### src/sv/hhlp_pkg.sv
// ----------------------------------------------------------------------------
// hhlp_pkg
// Types and constants for the HTTP header line parser.
// ----------------------------------------------------------------------------
package hhlp_pkg;

  localparam int unsigned OFFSET_W = 10;

  localparam logic [7:0] CH_CR    = 8'h0D;
  localparam logic [7:0] CH_LF    = 8'h0A;
  localparam logic [7:0] CH_COLON = 8'h3A;
  localparam logic [7:0] CH_SPACE = 8'h20;

  localparam logic [OFFSET_W-1:0] MAX_VALUE_OFFSET_RST = 10'd255;

  typedef enum logic [3:0] {
    ST_START  = 4'd0,
    ST_KEY    = 4'd1,
    ST_COLON  = 4'd2,
    ST_SPACE  = 4'd3,
    ST_VALUE  = 4'd4,
    ST_CR     = 4'd5,
    ST_LF     = 4'd6,
    ST_END_CR = 4'd7,
    ST_BODY   = 4'd8,
    ST_ERROR  = 4'd9
  } parse_state_t;

  typedef enum logic [1:0] {
    KIND_DELIM = 2'd0,
    KIND_KEY   = 2'd1,
    KIND_VALUE = 2'd2,
    KIND_BODY  = 2'd3
  } kind_t;

  typedef enum logic [2:0] {
    ERR_NONE      = 3'd0,
    ERR_KEY_CRLF  = 3'd1,
    ERR_NO_SPACE  = 3'd2,
    ERR_NO_LF     = 3'd3,
    ERR_VALUE_LEN = 3'd4,
    ERR_STICKY    = 3'd5
  } err_cause_t;

endpackage

### src/sv/http_header_line_parser.sv
// ----------------------------------------------------------------------------
// http_header_line_parser
// Byte-wide HTTP header tokenizer: tags each byte, flags pair and header ends,
// reports malformed input with a sticky error.
// ----------------------------------------------------------------------------
//
//  channel  | direction | payload                         | handshake
//  ---------+-----------+---------------------------------+-----------------
//  s_axis   | in        | tdata: data_byte, tuser: restart | tvalid/tready
//  m_axis   | out       | tdata: byte_out, tuser: tags     | tvalid/tready
//  cfg      | in        | cfg_data: max_value_offset       | cfg_valid/ready
//
//  One item per cycle unless m_axis stalls; the parse state update and the
//  result register load happen at the same edge the item is accepted.
//  The result register frees up in the cycle it is taken, so s_axis_tready
//  only drops while a result sits unread and m_axis_tready is low.
//  Reset (rst, synchronous) puts the parser in the start state, clears the
//  value offset and loads max_value_offset with 255.
//  cfg_ready is always high; writes are expected only while the block is idle.
//
module http_header_line_parser
  import hhlp_pkg::*;
(
  input  logic                clk,
  input  logic                rst,
  // stream in
  input  logic                s_axis_tvalid,
  output logic                s_axis_tready,
  input  logic [7:0]          s_axis_tdata,   // [7:0] data_byte
  input  logic [0:0]          s_axis_tuser,   // [0] restart
  // stream out
  output logic                m_axis_tvalid,
  input  logic                m_axis_tready,
  output logic [7:0]          m_axis_tdata,   // [7:0] byte_out
  output logic [6:0]          m_axis_tuser,   // [1:0] kind, [2] pair_end,
                                              // [3] headers_end, [6:4] error_cause
  // configuration
  input  logic                cfg_valid,
  output logic                cfg_ready,
  input  logic [OFFSET_W-1:0] cfg_data        // max_value_offset
);

  // --------------------------------------------------------------------------
  // State
  // --------------------------------------------------------------------------
  parse_state_t          state, state_next;
  logic [OFFSET_W-1:0]   value_offset, value_offset_next;
  logic [OFFSET_W-1:0]   max_value_offset;

  // result register
  logic                  out_valid;
  logic [7:0]            out_byte;
  kind_t                 out_kind;
  logic                  out_pair_end;
  logic                  out_headers_end;
  err_cause_t            out_cause;

  // per-item decode
  parse_state_t          cur_state;
  logic [OFFSET_W-1:0]   cur_offset;
  logic [OFFSET_W:0]     offset_inc;
  logic [7:0]            b;
  logic                  is_cr, is_lf;
  kind_t                 kind;
  logic                  pair_end, headers_end;
  err_cause_t            cause;
  logic                  in_fire;

  assign in_fire       = s_axis_tvalid && s_axis_tready;
  assign s_axis_tready = !out_valid || m_axis_tready;
  assign cfg_ready     = 1'b1;

  assign b     = s_axis_tdata;
  assign is_cr = (b == CH_CR);
  assign is_lf = (b == CH_LF);

  // restart takes effect before the byte is looked at
  assign cur_state  = s_axis_tuser[0] ? ST_START : state;
  assign cur_offset = s_axis_tuser[0] ? '0 : value_offset;
  assign offset_inc = {1'b0, cur_offset} + {{OFFSET_W{1'b0}}, 1'b1};

  // --------------------------------------------------------------------------
  // Next state and tags for the byte at the input
  // --------------------------------------------------------------------------
  always_comb begin
    state_next        = cur_state;
    value_offset_next = cur_offset;
    kind              = KIND_DELIM;
    pair_end          = 1'b0;
    headers_end       = 1'b0;
    cause             = ERR_NONE;

    unique case (cur_state)
      ST_START: begin
        // leading CR/LF are skipped
        if (!is_cr && !is_lf) begin
          kind       = KIND_KEY;
          state_next = ST_KEY;
        end
      end
      ST_KEY: begin
        if (b == CH_COLON) begin
          state_next = ST_COLON;
        end else if (is_cr || is_lf) begin
          cause = ERR_KEY_CRLF;
        end else begin
          kind = KIND_KEY;
        end
      end
      ST_COLON: begin
        if (b == CH_SPACE) begin
          state_next = ST_SPACE;
        end else begin
          cause = ERR_NO_SPACE;
        end
      end
      ST_SPACE: begin
        // first value byte, whatever it is
        kind              = KIND_VALUE;
        value_offset_next = '0;
        state_next        = ST_VALUE;
      end
      ST_VALUE: begin
        // only CR ends a value; LF is a value byte
        if (is_cr) begin
          state_next = ST_CR;
        end else if (offset_inc > {1'b0, max_value_offset}) begin
          cause = ERR_VALUE_LEN;
        end else begin
          value_offset_next = offset_inc[OFFSET_W-1:0];
          kind              = KIND_VALUE;
        end
      end
      ST_CR: begin
        if (is_lf) begin
          pair_end   = 1'b1;
          state_next = ST_LF;
        end else begin
          cause = ERR_NO_LF;
        end
      end
      ST_LF: begin
        if (is_cr) begin
          state_next = ST_END_CR;
        end else begin
          kind       = KIND_KEY;
          state_next = ST_KEY;
        end
      end
      ST_END_CR: begin
        if (is_lf) begin
          headers_end = 1'b1;
          state_next  = ST_BODY;
        end else begin
          cause = ERR_NO_LF;
        end
      end
      ST_BODY: begin
        kind = KIND_BODY;
      end
      default: begin
        // error state and unused codes
        cause = ERR_STICKY;
      end
    endcase

    // the byte that raises an error carries no tag
    if (cause != ERR_NONE) begin
      kind        = KIND_DELIM;
      pair_end    = 1'b0;
      headers_end = 1'b0;
      state_next  = ST_ERROR;
    end
  end

  // --------------------------------------------------------------------------
  // Registers
  // --------------------------------------------------------------------------
  always_ff @(posedge clk) begin
    if (rst) begin
      state        <= ST_START;
      value_offset <= '0;
    end else if (in_fire) begin
      state        <= state_next;
      value_offset <= value_offset_next;
    end
  end

  always_ff @(posedge clk) begin
    if (rst) begin
      max_value_offset <= MAX_VALUE_OFFSET_RST;
    end else if (cfg_valid && cfg_ready) begin
      max_value_offset <= cfg_data;
    end
  end

  always_ff @(posedge clk) begin
    if (rst) begin
      out_valid <= 1'b0;
    end else if (in_fire) begin
      out_valid <= 1'b1;
    end else if (m_axis_tready) begin
      out_valid <= 1'b0;
    end
  end

  always_ff @(posedge clk) begin
    if (in_fire) begin
      out_byte        <= b;
      out_kind        <= kind;
      out_pair_end    <= pair_end;
      out_headers_end <= headers_end;
      out_cause       <= cause;
    end
  end

  assign m_axis_tvalid = out_valid;
  assign m_axis_tdata  = out_byte;
  assign m_axis_tuser  = {out_cause, out_headers_end, out_pair_end, out_kind};

  // --------------------------------------------------------------------------
  // Assertions
  // --------------------------------------------------------------------------
`ifndef SYNTHESIS
  // an error result carries no tag and leaves the parser in error
  a_err_untagged: assert property (@(posedge clk) disable iff (rst)
    (out_valid && out_cause != ERR_NONE) |->
      (out_kind == KIND_DELIM && !out_pair_end && !out_headers_end
       && state == ST_ERROR))
    else $error("error result with tag or parser not in error");

  // headers end only on LF, and the parser is then in the body
  a_hend_body: assert property (@(posedge clk) disable iff (rst)
    (out_valid && out_headers_end) |-> (out_byte == CH_LF && state == ST_BODY))
    else $error("headers_end without LF or body state");

  // pair end only on LF, and the parser then waits for a key or blank line
  a_pair_lf: assert property (@(posedge clk) disable iff (rst)
    (out_valid && out_pair_end) |-> (out_byte == CH_LF && state == ST_LF))
    else $error("pair_end without LF or line-start state");

  // a body byte only comes out of the body state
  a_body_state: assert property (@(posedge clk) disable iff (rst)
    (out_valid && out_kind == KIND_BODY) |-> (state == ST_BODY))
    else $error("body byte outside body state");

  // the result register is not overwritten while it waits
  a_no_overrun: assert property (@(posedge clk) disable iff (rst)
    (out_valid && !m_axis_tready) |-> !in_fire)
    else $error("item accepted over an untaken result");
`endif

endmodule

### config.mk
export PLATFORM = sky130hd
export DESIGN_NAME = http_header_line_parser
export DESIGN_NICKNAME = d
export VERILOG_FILES = /design/src/sv/hhlp_pkg.sv /design/src/sv/http_header_line_parser.sv
export SDC_FILE = /design/constraint.sdc
export NUM_CORES = 1
export LEC_CHECK = 0
export ABC_AREA = 1
export CAP_MARGIN = 10
export CORE_MARGIN = 3
export CORE_UTILIZATION = 52
export CTS_CLUSTER_SIZE = 25
export DETAILED_ROUTE_END_ITERATION = 8
export DONT_BUFFER_PORTS = 1
export PLACE_DENSITY = 0.67
export SLEW_MARGIN = 40
export SYNTH_ARGS = -nofsm -noshare
export SYNTH_HDL_FRONTEND = slang
export SYNTH_SLANG_ARGS = --single-unit
### constraint.sdc
create_clock -name clk -period 7.3 [get_ports clk]
set_clock_uncertainty 0.15 [all_clocks]
set_input_delay 0.73 -clock clk [delete_from_list [all_inputs] [get_ports clk]]
set_output_delay 0.73 -clock clk [all_outputs]
set_load 0.02 [all_outputs]
==> impl_metrics.csv <==
group,metric,value,unit
run_status,status,"finished, final reports clean",
route,wl_per_cell,13.2,um
grt,grt_overflow,0,
setup_path,critPathRequiredTime,7.35,ns
job,cap_violations,0,
die,fp.coreArea,4790,um^2
place,dpl.hpwl,4560,um
route,via_per_inst,5.19,
clock_tree,root_buffer,"clkbuf_8",
die,die_h,76.9,um
logic_synthesis,ys_ff_latch,40,
clock_tree,htreeDepth,2,
route,route.detailed.drc,0,
setup_path,cpMostUsedCell,"nand2_1",
sta,finalHoldViolations,0,
setup_path,worstPathArrival,3.13,ns
die,rows,25,
die,start_util,54.6,%
finish,nFillCells,504,
route,vias,2303,
finish,nets,409,
sta,fin_crit_sh,42.2,%
sta,setup_viol,0,
setup_path,path_class,"in2reg",
grt,grt_pass1_vias,2051,
die,ios,42,
grt,antenna_found_initial,0,
logic_synthesis,ys_seq_area_share,36.4,%
die,die-width,76.9,um
grt,grt_util_all_layers,20.6,%
clock_tree,cts_buffer_depth,2,
clock_tree,clock_sinks,40,
power_and_ir_drop,power_density,186,nW/um^2
sta,final-max-slew-violation-count,0,
route,routed_wl,5880,um
logic_synthesis,synth_nets,412,
setup_path,crit_fanout,14,
setup_path,startpoint_type,"input pin",
die,dieArea,5910,um^2
place,numPortBuffers,0,
route,postRouteAntennaNets,0,
power_and_ir_drop,ir_drop,0.0000771,V
sta,timing.setup.tns,0,ns
sta,holdWs,0.317,ns
grt,grt_max_degree,34,
clock_tree,clkTransAtPathRegs,0.09,ns
logic_synthesis,yosys_warnings,0,
clock_tree,cts_tree,"done",
finish,area_growth,4.94,%
sta,fin_crit,3.08,ns
finish,layout-drive-gt1-share,11.1,%
clock_tree,cts_buffers,5,
clock_tree,hold_buffers,0,
route,dr.pass1.iters,4,
clock_tree,clock_latency,0.30,ns
sta,max_freq,325,MHz
setup_path,cpPeakStageDelay,0.28,ns
logic_synthesis,synth_cells,379,
place,gp_congestion,0.913,
setup_path,path_cells,"nor2_4, nand2_1, nor2_2, nand3_1, or2_0, nand2_1, inv_1, ha_1, nand3_1, nor2_1, nand2_1, nand3_1, nand2_2, nand2_1, nand2_1, nand2_2, nor2_2, nor2_1, nor2_2",
logic_synthesis,synth_cell_types,30,
clock_tree,postCtsSetupRepairBufs,0,
clock_tree,cts-resized-gates,0,
setup_path,crit_slowest_cell,"ha_1",
route,dr.first_iter.drc_count,128,
setup_path,cp-end-kind,"register",
grt,grt_pass1_wl,9820,um
logic_synthesis,synth_area,2610,um^2
logic_synthesis,synth.avg_cell_area,6.89,um^2
power_and_ir_drop,leakagePower,0.00138,uW
finish,antennaDiodeCount,0,
sta,rsz0062_at_grt,"no",
worst_hold_path,hold_class,"reg2reg",
## cell type report
type / count / area [um^2] / share of cell area, %
Multi-Input combinational cell: 259 / 1330 / 48.4
Inverter: 70 / 269 / 9.82
Tap cell: 67 / 83.8 / 3.06
Sequential cell: 40 / 951 / 34.7
Clock inverter: 3 / 42.5 / 1.55
Clock buffer: 5 / 68.8 / 2.51
## layer usage
| metal | vias to the layer above | global-route usage [%] | wire [um] | part of all wire, % |
|---|---|---|---|---|
| met5 | - | 0 | 0 | 0 |
| met4 | 0 | 6.70 | 83 | 1.4 |
| met3 | 9 | 4.34 | 474 | 8.1 |
| met2 | 81 | 27.9 | 2290 | 39 |
| met1 | 1012 | 32.1 | 3040 | 52 |
| li1 | 1201 | - | - | - |
## path summary, 6_finish.rpt
kind | startpoint | end | slack [ns] | cells past startpoint
setup / recovery | s_axis_tuser | state[1] | 4.22 | 19
hold / removal | value_offset[3] | value_offset[3] | 0.32 | 2
setup reg to reg | value_offset[0] | state[1] | 4.22 | 20
hold reg to reg | value_offset[3] | value_offset[3] | 0.32 | 2
## flip-flops by register name, indices dropped and copies added, names as in the netlist
register          cells
m_axis_tvalid         1
state                 4
out_cause             3
m_axis_tdata          8
value_offset         10
max_value_offset     10
out_pair_end          1
out_kind              2
out_headers_end       1
## critical path, delay by kind of cell
| family | cells | cell delay [ns] |
|---|---|---|
| simple gates | 17 | 2.06 |
| buf+inv | 1 | 0.04 |
| fa+ha+maj | 1 | 0.28 |
## logic make-up after synthesis
| family | after synthesis | share of synthesized area, % |
|---|---|---|
| AO/OA/AOI/OAI | 62 | 12.4 |
| adder cells (fa/ha/maj) | 9 | 4.31 |
| buffers and inverters | 80 | 12.8 |
| flip-flops | 40 | 36.4 |
| other | 1 | 0.144 |
| AND/OR/NAND/NOR | 187 | 33.9 |
## through the flow
step	instance area (um^2)	utilization, %	power [uW]	setup WS [ns]	instances
2_1_floorplan	2610	-	321	4.29	379
3_3_place_gp	2630	54.9	332	4.02	436
3_5_place_dp	2630	54.9	332	3.94	436
4_1_cts	2740	57.3	514	4.23	444
5_1_grt	2740	57.3	539	3.90	444
6_report	2740	57.3	509	4.22	444
## synthesized netlist by cell type
| cell | number | area share, % |
|---|---|---|
| nand2_1 | 91 | 13 |
| inv_1 | 63 | 9.1 |
| nor2_1 | 37 | 5.3 |
| o21ai_0 | 28 | 5.4 |
| a21oi_1 | 27 | 5.2 |
| dfxtp_1 | 25 | 19 |
| nand3_1 | 16 | 3.1 |
| edfxtp_1 | 15 | 17 |
| nand4_1 | 15 | 3.6 |
| nor2_2 | 10 | 2.4 |
| ha_1 | 9 | 4.3 |
| nor2_4 | 6 | 2.6 |
| inv_2 | 5 | 0.72 |
| buf_4 | 4 | 1.2 |
| clkbuf_1 | 4 | 0.57 |
| nand3_2 | 4 | 1.5 |
| o21ai_1 | 4 | 0.77 |
| nand2_2 | 3 | 0.72 |
| buf_6 | 2 | 0.86 |
| and3_1 | 1 | 0.24 |
| clkinv_1 | 1 | 0.14 |
| conb_1 | 1 | 0.14 |
| inv_6 | 1 | 0.34 |
| nand2_4 | 1 | 0.43 |
| nand3b_1 | 1 | 0.29 |
| nor3_2 | 1 | 0.38 |
| o21ai_2 | 1 | 0.34 |
| o21bai_1 | 1 | 0.29 |
| o31ai_2 | 1 | 0.48 |
| or2_0 | 1 | 0.24 |
## where the power goes
group	internal, uW	total [uW]	switching [uW]
combinational	21.2	66.1	44.9
clock	101	182	81.2
sequential	247	261	14.2
## cells in the final DEF, fill, tap and decap left out, types with 2 or more instances in the layout
| cell type | netlist | final |
|---|---|---|
| inv_2 | 5 | 5 |
| o21ai_1 | 4 | 4 |
| edfxtp_1 | 15 | 15 |
| clkbuf_8 | 0 | 5 |
| nor2_1 | 37 | 37 |
| clkinv_2 | 0 | 2 |
| nand3_2 | 4 | 4 |
| nand4_1 | 15 | 15 |
| dfxtp_1 | 25 | 25 |
| nand2_1 | 91 | 91 |
| ha_1 | 9 | 9 |
| a21oi_1 | 27 | 27 |
| o21ai_0 | 28 | 28 |
| nand3_1 | 16 | 16 |
| nor2_2 | 10 | 10 |
| nand2_2 | 3 | 3 |
| nor2_4 | 6 | 6 |
| inv_1 | 63 | 63 |
Power figures use the tool's default switching activity.
